**config.mk**
```make
export PLATFORM = sky130hd
export DESIGN_NAME = plist_cell
export DESIGN_NICKNAME = d
export VERILOG_FILES = /design/src/rtl/core/plist_pkg.sv /design/src/rtl/core/plist_cell.sv
export SDC_FILE = /design/constraint.sdc
export NUM_CORES = 1
export LEC_CHECK = 0
export BUFFER_PORTS_ARGS = -buffer_cell sky130_fd_sc_hd__buf_2
export CELL_PAD_IN_SITES_DETAIL_PLACEMENT = 1
export CELL_PAD_IN_SITES_GLOBAL_PLACEMENT = 1
export CORE_MARGIN = 3
export CORE_UTILIZATION = 25
export DETAILED_ROUTE_END_ITERATION = 6
export PLACE_DENSITY_LB_ADDON = 0.1
export REMOVE_ABC_BUFFERS = 1
export SETUP_SLACK_MARGIN = 0.2
export SLEW_MARGIN = 0
export SYNTH_ARGS = -nofsm -noshare
export SYNTH_HDL_FRONTEND = slang
export SYNTH_SLANG_ARGS = --single-unit
```
**constraint.sdc**
```tcl
create_clock -name aclk -period 2.5 [get_ports aclk]
set_clock_uncertainty 0.1 [all_clocks]
set_input_delay 0.25 -clock aclk [delete_from_list [all_inputs] [get_ports aclk]]
set_output_delay 0.25 -clock aclk [all_outputs]
set_load 0.01 [all_outputs]
```
**src/rtl/core/plist_pkg.sv**
```systemverilog
`timescale 1ns / 1ps

package plist_pkg;

    // Default list depth
    localparam int DEFAULT_CAPACITY = 128;

    // Fixed field widths
    localparam int FUNC_W   = 2;
    localparam int VALUE_W  = 32;
    localparam int POS_W    = 8;
    localparam int STATUS_W = 3;
    localparam int FOUND_W  = 7;
    localparam int COUNT_W  = 8;

    // Match bits examined per search cycle (power of two)
    localparam int SCAN_W = 32;

    // Operation codes
    localparam logic [FUNC_W-1:0] OP_INSERT = 2'd0;
    localparam logic [FUNC_W-1:0] OP_DELETE = 2'd1;
    localparam logic [FUNC_W-1:0] OP_SEARCH = 2'd2;

    // Status codes
    localparam logic [STATUS_W-1:0] STAT_OK       = 3'd0;
    localparam logic [STATUS_W-1:0] STAT_FULL     = 3'd1;
    localparam logic [STATUS_W-1:0] STAT_EMPTY    = 3'd2;
    localparam logic [STATUS_W-1:0] STAT_BADPOS   = 3'd3;
    localparam logic [STATUS_W-1:0] STAT_NOTFOUND = 3'd4;

    typedef enum logic [1:0] {
        S_IDLE,
        S_SCAN,
        S_PEND
    } state_t;

    // Shift command broadcast to every entry cell
    typedef struct packed {
        logic                      ins;
        logic                      del;
        logic [POS_W-1:0]          pos;
        logic signed [VALUE_W-1:0] value;
    } cell_ctl_t;

    // Search scan status toward the controller
    typedef struct packed {
        logic               hit;
        logic               last;
        logic [FOUND_W-1:0] pos;
    } scan_stat_t;

endpackage

```
**src/rtl/core/plist_cell.sv**
```systemverilog
`timescale 1ns / 1ps

module plist_cell #(
    parameter int CELL_IDX = 0,
    parameter int CNT_W    = 8
) (
    input  logic                                aclk,
    input  plist_pkg::cell_ctl_t                ctl,
    input  logic [CNT_W-1:0]                    count,
    input  logic signed [plist_pkg::VALUE_W-1:0] left_data,
    input  logic signed [plist_pkg::VALUE_W-1:0] right_data,
    output logic signed [plist_pkg::VALUE_W-1:0] data,
    output logic                                eq
);
    import plist_pkg::*;

    localparam int CMP_W = (CNT_W > POS_W) ? CNT_W : POS_W;
    localparam logic [CMP_W-1:0] IDX = CMP_W'(CELL_IDX);

    logic signed [VALUE_W-1:0] entry_reg;
    logic signed [VALUE_W-1:0] entry_next;
    logic [CMP_W-1:0]          pos_ext;
    logic [CMP_W-1:0]          cnt_ext;

    assign pos_ext = CMP_W'(ctl.pos);
    assign cnt_ext = CMP_W'(count);

    // On insert value at pos, left data above; right data on delete
    always_comb begin
        entry_next = entry_reg;
        if (ctl.ins) begin
            if (IDX > pos_ext) begin
                entry_next = left_data;
            end else if (IDX == pos_ext) begin
                entry_next = ctl.value;
            end
        end else if (ctl.del && (IDX >= pos_ext)) begin
            entry_next = right_data;
        end
    end

    always_ff @(posedge aclk) begin
        entry_reg <= entry_next;
    end

    // Compare only live entries
    assign eq   = (entry_reg == ctl.value) && (IDX < cnt_ext);
    assign data = entry_reg;

endmodule

```
==> flow_summary.toml <==
[run_status]
status = "finished clean"

[global_routing]
gr-usage-met1_pct = 14.2
grt_util_all_layers_pct = 11.8
grt_overflow = 0
grt.met3_usage_pct = 3.92
pin_count_of_the_biggest_net_entering_global_routing = 20
grt_pass1_vias = 1517
grt_util_met2_pct = 20.4
grt_first_pass_wirelength_um = 7210
grt_antenna_before_repair = 0
grt_most_used_layer = "met2"

[power_and_ir_drop]
p_total_uw = 1140
irDropWorstVdd_mv = 0.204
power.share.clock_pct = 33.1
power.net_switching_uw = 248
power_frac_seq_pct = 52.5
p_comb_share_pct = 14.4
power-per-cell-area_nw_per_um2 = 443
swShare_pct = 21.8
p_int_uw = 890
p_leak_uw = 0.00107

[logic_synthesis]
synthAdderAreaFrac_pct = 0
netlist-cell-type-count = 14
syn_area_um2 = 1750
synth.ff_latch_count = 32
synth_compound_area_share_pct = 1.14
sequential_cell_area_fraction_in_the_yosys_report_pct = 54.9
synth_area_leader_cell = "sky130_fd_sc_hd__edfxtp_1"
yosys_warnings = 0
synthMuxAreaShare_pct = 20.6
dominant_combinational_cell_family_by_area_after_synthesis = "multiplexers"
synth_area_leaders = "sky130_fd_sc_hd__edfxtp_1 (55%), sky130_fd_sc_hd__mux2_2 (21%), sky130_fd_sc_hd__xor2_1 (14%)"
synth_xor_area_share_pct = 16.0
mean_area_per_synthesized_cell_um2 = 15.0
netlist_instances = 117
synth_simple_gate_area_share_pct = 6.29
synth_largest_type_area_fraction_pct = 54.9

[sta]
hold_ws_ns = 0.176
count_of_final_setup_violators = 0
report.final.slew_viol_count = 0
rsz_0062_raised_after_global_routing = "yes"
setup_total_negative_slack_ns = 0
hold_viol_final = 0
timing_worst_slew_pin_value_ns = 0.339
achievable-frequency_mhz = 460
slew_headroom_pct = 77.2
period_needed_ns = 2.17
finalCritPeriodShare_pct = 87.0

[setup_path]
critPathTopFamily = "simple AND/OR/NAND/NOR gates"
slowest_delay_ns = 0.40
timing.critical_path.cells = "xor2_1, nor4_2, nand3_1, a2111oi_2, buf_2"
critical_path_buf_inv_count = 1
worstPathArrival_ns = 1.82
worst_path_max_delay_cell = "sky130_fd_sc_hd__edfxtp_1"
crit_fanout = 2
cp_data_required_time_ns = 2.15
critical_path.startpoint_type = "flip-flop"
timing.setup.critical_path_class = "reg -> out"
setup.worst_path.end_class = "output pin"

[cts]
clock_sink_count = 32
postCtsSetupBuffers = 0
ctsRootBufferMaster = "sky130_fd_sc_hd__clkbuf_8"
cts_made_buffers = 5
clock_tree.htree_level_count = 2
cts_tree = "done"
cts.clk_slew.worst_paths_ns = 0.07
buffer_levels_on_the_longest_clock_path = 2
cts-hold-fix-buffers = 0

[route]
routedWlPerCell_um = 14.6
iteration_0_drc_count_of_the_detailed_router = 40
ant_nets = 0
detailroute.via_count = 1397
detail_route.first_pass.iterations = 4
routed_via_density = 4.20
wirelength_um = 4870
drc = 0

[final_layout]
mostFrequentLayoutCells = "sky130_fd_sc_hd__buf_2 (115), sky130_fd_sc_hd__mux2_2 (32), sky130_fd_sc_hd__edfxtp_1 (32)"
final_common_cell = "sky130_fd_sc_hd__buf_2"
diodes = 0
flip_flop_count_of_the_largest_register_all_copies_and_words_added = 32
filler_cell_count = 772
area_delta_synth_final_pct = 46.6
multi_input_comb_area_um2 = 803
final_layout_size_suffix_gt1_share_pct = 68.8
register_area_um2 = 961
nNetsFinal = 354

[floorplan]
placeableCoreArea_um2 = 6570
initial_core_util_pct = 26.7
floorplan.io_pins = 148
placementRows = 29
die_height_um = 89.7
chip_width_um = 89.7
overall_die_area_um2 = 8040

[place]
gp_routability_congestion = 0.622
dp.final_hpwl_um = 3970
place.port_buffers = 115

[worst_hold_path]
min-delay-path-class = "in -> reg"

[flow_run]
cap_viol_max_count = 0
-- power by group through the flow --
| stage | combinational [uW] | sequential, uW | clock [uW] |
|---|---|---|---|
| global placement | 161 | 609 | 0 |
| detailed placement | 163 | 609 | 0 |
| global route | 185 | 596 | 425 |
| CTS | 165 | 597 | 400 |
| floorplan | 67.3 | 609 | 0 |
| finish | 164 | 597 | 377 |
-- cell type report --
class	instances	share of cell area, %
clock inverters	1	0.146
repair buffers	119	23.6
flip-flops and latches	32	37.4
well taps	93	4.53
multi-input cells	81	31.3
clock buffers	7	2.97
-- final timing paths --
kind                  slack [ns]  cells past startpoint                from            endpoint
worst max-delay path        0.33                      5  data[11]$_DFFE_PP_                  eq
worst min-delay path        0.18                      2      right_data[24]  data[24]$_DFFE_PP_
-- logic make-up after synthesis --
group	after synthesis
flops	32
buf+inv	4
mux	32
compound gates	2
xor+xnor	32
simple gates	15
-- Yosys cell counts, drive strengths merged --
master and number:
edfxtp 32, mux2 32, xor2 28, nor4 10, xnor2 4, buf 3
nand4 2, a2111oi 1, clkbuf 1, nand3 1, nor2 1, o21ai 1
or4 1
-- repair_timing --
action,in CTS,in global routing
gates resized for setup,2,2
pin swaps,1,2
setup endpoints to repair,1,1
-- metrics by stage --
step / worst slack, ns / cells / util, % / instance area, um^2
final: 0.326 / 333 / 39.1 / 2570
after global routing: 0.144 / 333 / 39.1 / 2570
after CTS: 0.219 / 333 / 38.9 / 2550
after detailed placement: 0.439 / 325 / 37.5 / 2460
after global placement: 0.457 / 325 / 37.5 / 2460
after floorplan: -0.154 / 113 / - / 1730
-- per-layer routing --
metal	routed length (um)	share of wire, %
met5	0	0
met4	23	0.47
met3	405	8.3
met2	2450	50
met1	1990	41
No activity file was read; power rests on OpenSTA's default activity.
