==> src/rtl/core/plist_pkg.sv <==
`timescale 1ns / 1ps

package plist_pkg;

    // Default list depth
    localparam int DEFAULT_CAPACITY = 128;

    // Fixed field widths
    localparam int FUNC_W   = 2;
    localparam int VALUE_W  = 32;
    localparam int POS_W    = 8;
    localparam int STATUS_W = 3;
    localparam int FOUND_W  = 7;
    localparam int COUNT_W  = 8;

    // Match bits examined per search cycle (power of two)
    localparam int SCAN_W = 32;

    // Operation codes
    localparam logic [FUNC_W-1:0] OP_INSERT = 2'd0;
    localparam logic [FUNC_W-1:0] OP_DELETE = 2'd1;
    localparam logic [FUNC_W-1:0] OP_SEARCH = 2'd2;

    // Status codes
    localparam logic [STATUS_W-1:0] STAT_OK       = 3'd0;
    localparam logic [STATUS_W-1:0] STAT_FULL     = 3'd1;
    localparam logic [STATUS_W-1:0] STAT_EMPTY    = 3'd2;
    localparam logic [STATUS_W-1:0] STAT_BADPOS   = 3'd3;
    localparam logic [STATUS_W-1:0] STAT_NOTFOUND = 3'd4;

    typedef enum logic [1:0] {
        S_IDLE,
        S_SCAN,
        S_PEND
    } state_t;

    // Shift command broadcast to every entry cell
    typedef struct packed {
        logic                      ins;
        logic                      del;
        logic [POS_W-1:0]          pos;
        logic signed [VALUE_W-1:0] value;
    } cell_ctl_t;

    // Search scan status toward the controller
    typedef struct packed {
        logic               hit;
        logic               last;
        logic [FOUND_W-1:0] pos;
    } scan_stat_t;

endpackage

==> src/rtl/core/plist_scan.sv <==
`timescale 1ns / 1ps

module plist_scan #(
    parameter int CAPACITY = plist_pkg::DEFAULT_CAPACITY
) (
    input  logic                  aclk,
    input  logic                  aresetn,
    input  logic                  load,
    input  logic                  step,
    input  logic [CAPACITY-1:0]   eq_vec,
    output plist_pkg::scan_stat_t stat
);
    import plist_pkg::*;

    localparam int NCHUNK  = (CAPACITY + SCAN_W - 1) / SCAN_W;
    localparam int VEC_W   = NCHUNK * SCAN_W;
    localparam int CH_W    = $clog2(NCHUNK + 1);
    localparam int SCAN_SH = $clog2(SCAN_W);
    localparam int PW      = CH_W + SCAN_SH + FOUND_W;

    logic [VEC_W-1:0]   match_reg;
    logic [VEC_W-1:0]   match_next;
    logic [CH_W-1:0]    chunk_reg;
    logic [CH_W-1:0]    chunk_next;
    logic [SCAN_W-1:0]  low;
    logic [SCAN_SH-1:0] enc;
    logic [PW-1:0]      pos_full;

    // Capture match flags, then drop one chunk per cycle while step is high
    always_comb begin
        match_next = match_reg;
        chunk_next = chunk_reg;
        if (load) begin
            match_next = VEC_W'(eq_vec);
            chunk_next = '0;
        end else if (step) begin
            match_next = match_reg >> SCAN_W;
            chunk_next = chunk_reg + 1'b1;
        end
    end

    always_ff @(posedge aclk) begin
        match_reg <= match_next;
    end

    always_ff @(posedge aclk) begin
        if (!aresetn) begin
            chunk_reg <= '0;
        end else begin
            chunk_reg <= chunk_next;
        end
    end

    // Find the lowest set flag of the current chunk
    assign low = match_reg[SCAN_W-1:0];

    always_comb begin
        enc = '0;
        for (int k = SCAN_W - 1; k >= 0; k--) begin
            if (low[k]) begin
                enc = SCAN_SH'(k);
            end
        end
    end

    assign pos_full  = PW'({chunk_reg, enc});
    assign stat.hit  = |low;
    assign stat.last = (chunk_reg == CH_W'(NCHUNK - 1));
    assign stat.pos  = pos_full[FOUND_W-1:0];

endmodule

==> config.mk <==
export PLATFORM = sky130hd
export DESIGN_NAME = plist_scan
export DESIGN_NICKNAME = d
export VERILOG_FILES = /design/src/rtl/core/plist_pkg.sv /design/src/rtl/core/plist_scan.sv
export SDC_FILE = /design/constraint.sdc
export NUM_CORES = 1
export LEC_CHECK = 0
export BUFFER_PORTS_ARGS = -buffer_cell sky130_fd_sc_hd__buf_4
export CORE_MARGIN = 5
export CORE_UTILIZATION = 38
export CTS_BUF_LIST = sky130_fd_sc_hd__clkbuf_2
export CTS_CLUSTER_DIAMETER = 200
export DETAILED_ROUTE_END_ITERATION = 10
export GPL_ROUTABILITY_DRIVEN = 0
export PLACE_DENSITY = 0.71
export SYNTH_ARGS = -nofsm -noshare
export SYNTH_HDL_FRONTEND = slang
export SYNTH_SLANG_ARGS = --single-unit
==> constraint.sdc <==
create_clock -name aclk -period 4.9 [get_ports aclk]
set_clock_uncertainty 0.2 [all_clocks]
set_input_delay 0.98 -clock aclk [delete_from_list [all_inputs] [get_ports aclk]]
set_output_delay 0.98 -clock aclk [all_outputs]
set_load 0.005 [all_outputs]
==> results_dict.tcl <==
set metrics [dict create \
    status "completed" \
    vias_per_cell 4.774 \
    ctsHoldBuffers 0 \
    power.density_nw_per_um2 353.7 \
    required_ns 3.72 \
    yosys_register_bits 131 \
    yosys_warnings 0 \
    cts_resized 0 \
    post-dp-hpwl_microns 8631 \
    multiInputGateArea_sq_um 1728 \
    die_w_microns 132.8 \
    rows 45 \
    yosys.area_share.xor_xnor 0.001527 \
    fin_crit_sh 0.7199 \
    dr_total_vias 3332 \
    synth.top_cell.area_share 0.6703 \
    worst_pin_slew_ns 0.9123 \
    ys_seq_area_frac 0.6808 \
    cp_max_fo 5 \
    cp_slowest_cell "edfxtp_1" \
    fin_nets 630 \
    synth_nets 485 \
    place_area_sq_um 6972 \
    drtPass1Iterations 4 \
    grt_pass1_vias 3589 \
    grt_pass1_wl_microns 18780 \
    pre_cts_ws_ns 1.525 \
    cts_tree "done" \
    ios 141 \
    cap_violations 0 \
    drtAntennaViolNets 0 \
    synth_fa_ha_area_frac 0.004364 \
    seq_area_sq_um 3904 \
    slew_headroom 0.3918 \
    final-setup-viol-count 0 \
    syn_inst 351 \
    ir_worst_vdd_mv 0.1712 \
    yosys.area_share.simple 0.07746 \
    period_minus_slack_ns 3.528 \
    drc 0 \
    synth_largest_area_cell "edfxtp_1" \
    synth-edff-count 128 \
    final.setup.tns_ns 0 \
    clk_pin_slew_ns 0.19 \
    port_buffers 140 \
    drt_iter0_drc 175 \
    dieArea_sq_um 17650 \
    postRouteWirelength_microns 11970 \
    grt.total_usage 0.1385 \
    insertion_delay_ns 0.64 \
    synth_compound_area_frac 0.02727 \
    syn-cell-area_sq_um 5734 \
    grt_overflow_total 0 \
    grt_max_degree 67 \
    die_h_microns 132.8 \
    syn_avg_cell_area_sq_um 16.34 \
    avgRoutedWirePerCell_microns 17.15 \
    cts.sinks 131 \
    largest_reg_flops 128 \
    crit_path_end_kind "output port" \
    cts_buffer_depth 2 \
    cts_inserted_buffers 17 \
    drive_gt1_frac 0.5147 \
    startpoint_type "register" \
    initial_utilization 0.3829 \
    yosysUniqueCellTypes 37 \
    power_mw 2.598 \
    worstPathCellList "nor3b_1, nor3_1, o31ai_1, o2111ai_1, a221oi_1, buf_4" \
    antenna_found_initial 1 \
    finalHoldViolCount 0 \
    h-tree-depth 4 \
    setup_ws_ns 1.372 \
    design_area_sq_um 7343 \
    hp-class "register to register" \
    post_cts_buffers 0 \
    worstPathArrival_ns 2.35 \
    synth_top_family_by_area "multiplexers" \
    yosys_most_used_dff "edfxtp_1" \
    fillers 1276 \
    max_freq_mhz 283.5 \
    cpPeakStageDelay_ns 0.47 \
    synthArstFlopShare 0 \
    drv_slew 0 \
    stdcell_count 698 \
    crit_type "register to output port" \
    placed_cells 665 \
    areaGrowthSynthToFinish_pct 28.06 \
    root_buffer "clkbuf_2" \
    synth.area.mux_share 0.1903 \
    core_area_sq_um 14980 \
    rsz0062_at_grt "false" \
    synth.area.top_cells "edfxtp_1 (67%), mux2_2 (16%), and2_1 (3.6%)" \
    power_leakage_nw 2.868 \
]
==> metal layers <==
| layer | vias to the layer above | global-route usage | wire length, microns |
|---|---|---|---|
| met5 | - | 0 | 0 |
| met4 | 0 | 0.05254 | 218 |
| met3 | 15 | 0.04373 | 556 |
| met2 | 90 | 0.2350 | 6199 |
| met1 | 1582 | 0.1645 | 4995 |
| li1 | 1645 | - | - |
==> layout by cell type (no fill, tap or decap), types with 3 or more instances in the layout <==
| master | count |
|---|---|
| nor3_1 | 5 |
| nand2_1 | 3 |
| clkbuf_2 | 17 |
| o31ai_1 | 4 |
| edfxtp_1 | 128 |
| a21oi_1 | 7 |
| bufinv_16 | 8 |
| dfxtp_1 | 3 |
| mux2_2 | 84 |
| mux2_1 | 12 |
| nor2_1 | 13 |
| buf_4 | 141 |
| inv_1 | 7 |
| and2_1 | 33 |
| clkinv_1 | 3 |
| nor4_1 | 6 |
==> cell families after synthesis <==
kind of cell | count (synthesis)
AO/OA/AOI/OAI | 23
AND/OR/NAND/NOR | 74
multiplexers | 97
buffers and inverters | 23
adder cells (fa/ha/maj) | 2
XOR/XNOR | 1
flip-flops | 131
==> path summary, 6_finish.rpt <==
| path | startpoint | end | slack [ns] | cells after the start |
|---|---|---|---|---|
| worst max-delay path | match_reg[28] | stat[0] | 1.37 | 6 |
| worst min-delay path | chunk_reg[2] | chunk_reg[2] | 0.32 | 2 |
| worst max register to register | chunk_reg[0] | chunk_reg[2] | 3.55 | 3 |
| worst min register to register | chunk_reg[2] | chunk_reg[2] | 0.32 | 2 |
==> synthesized netlist by cell type, drive strengths merged, types with 2 or more instances <==
master / number
a21oi: 7
and2: 33
mux2: 96
nor3: 7
clkbuf: 5
edfxtp: 128
or4: 4
a211oi: 2
nand2: 3
buf: 11
nor3b: 2
dfxtp: 3
a2111oi: 2
ha: 2
nor4: 7
nor2: 13
o31ai: 4
inv: 7
o21ai: 3
==> through the flow <==
stage | util | hold slack (ns)
after floorplan | - | 0.2713
after global placement | 0.4655 | 0.2792
after detailed placement | 0.4655 | 0.2976
after CTS | 0.4901 | 0.2431
after global routing | 0.4903 | 0.2095
final | 0.4903 | 0.3180
==> report_power, final <==
| part | internal, mW | leakage, nW | switching [mW] | total, mW |
|---|---|---|---|---|
| combinational | 0.160 | 1.32 | 0.0966 | 0.257 |
| clock | 0.536 | 0.197 | 0.383 | 0.919 |
| sequential | 1.37 | 1.35 | 0.0555 | 1.42 |
==> final cells by class <==
class                           count  area share
Inverter                            7    0.003578
Clock inverter                     15     0.03868
Tap cell                          188     0.03203
Sequential cell                   131      0.5316
Clock buffer                       17     0.01159
Antenna cell                        1   0.0003408
Timing Repair Buffer              142      0.1469
Multi-Input combinational cell    197      0.2353
==> worst max-delay path: cells and delay by family (launching register included) <==
kind	cells	cell delay, ns
buffers and inverters	1	0.18
AND/OR/NAND/NOR	2	0.30
AO/OA/AOI/OAI	3	0.77
flip-flops	1	0.47
No activity file was read; power rests on OpenSTA's default activity.
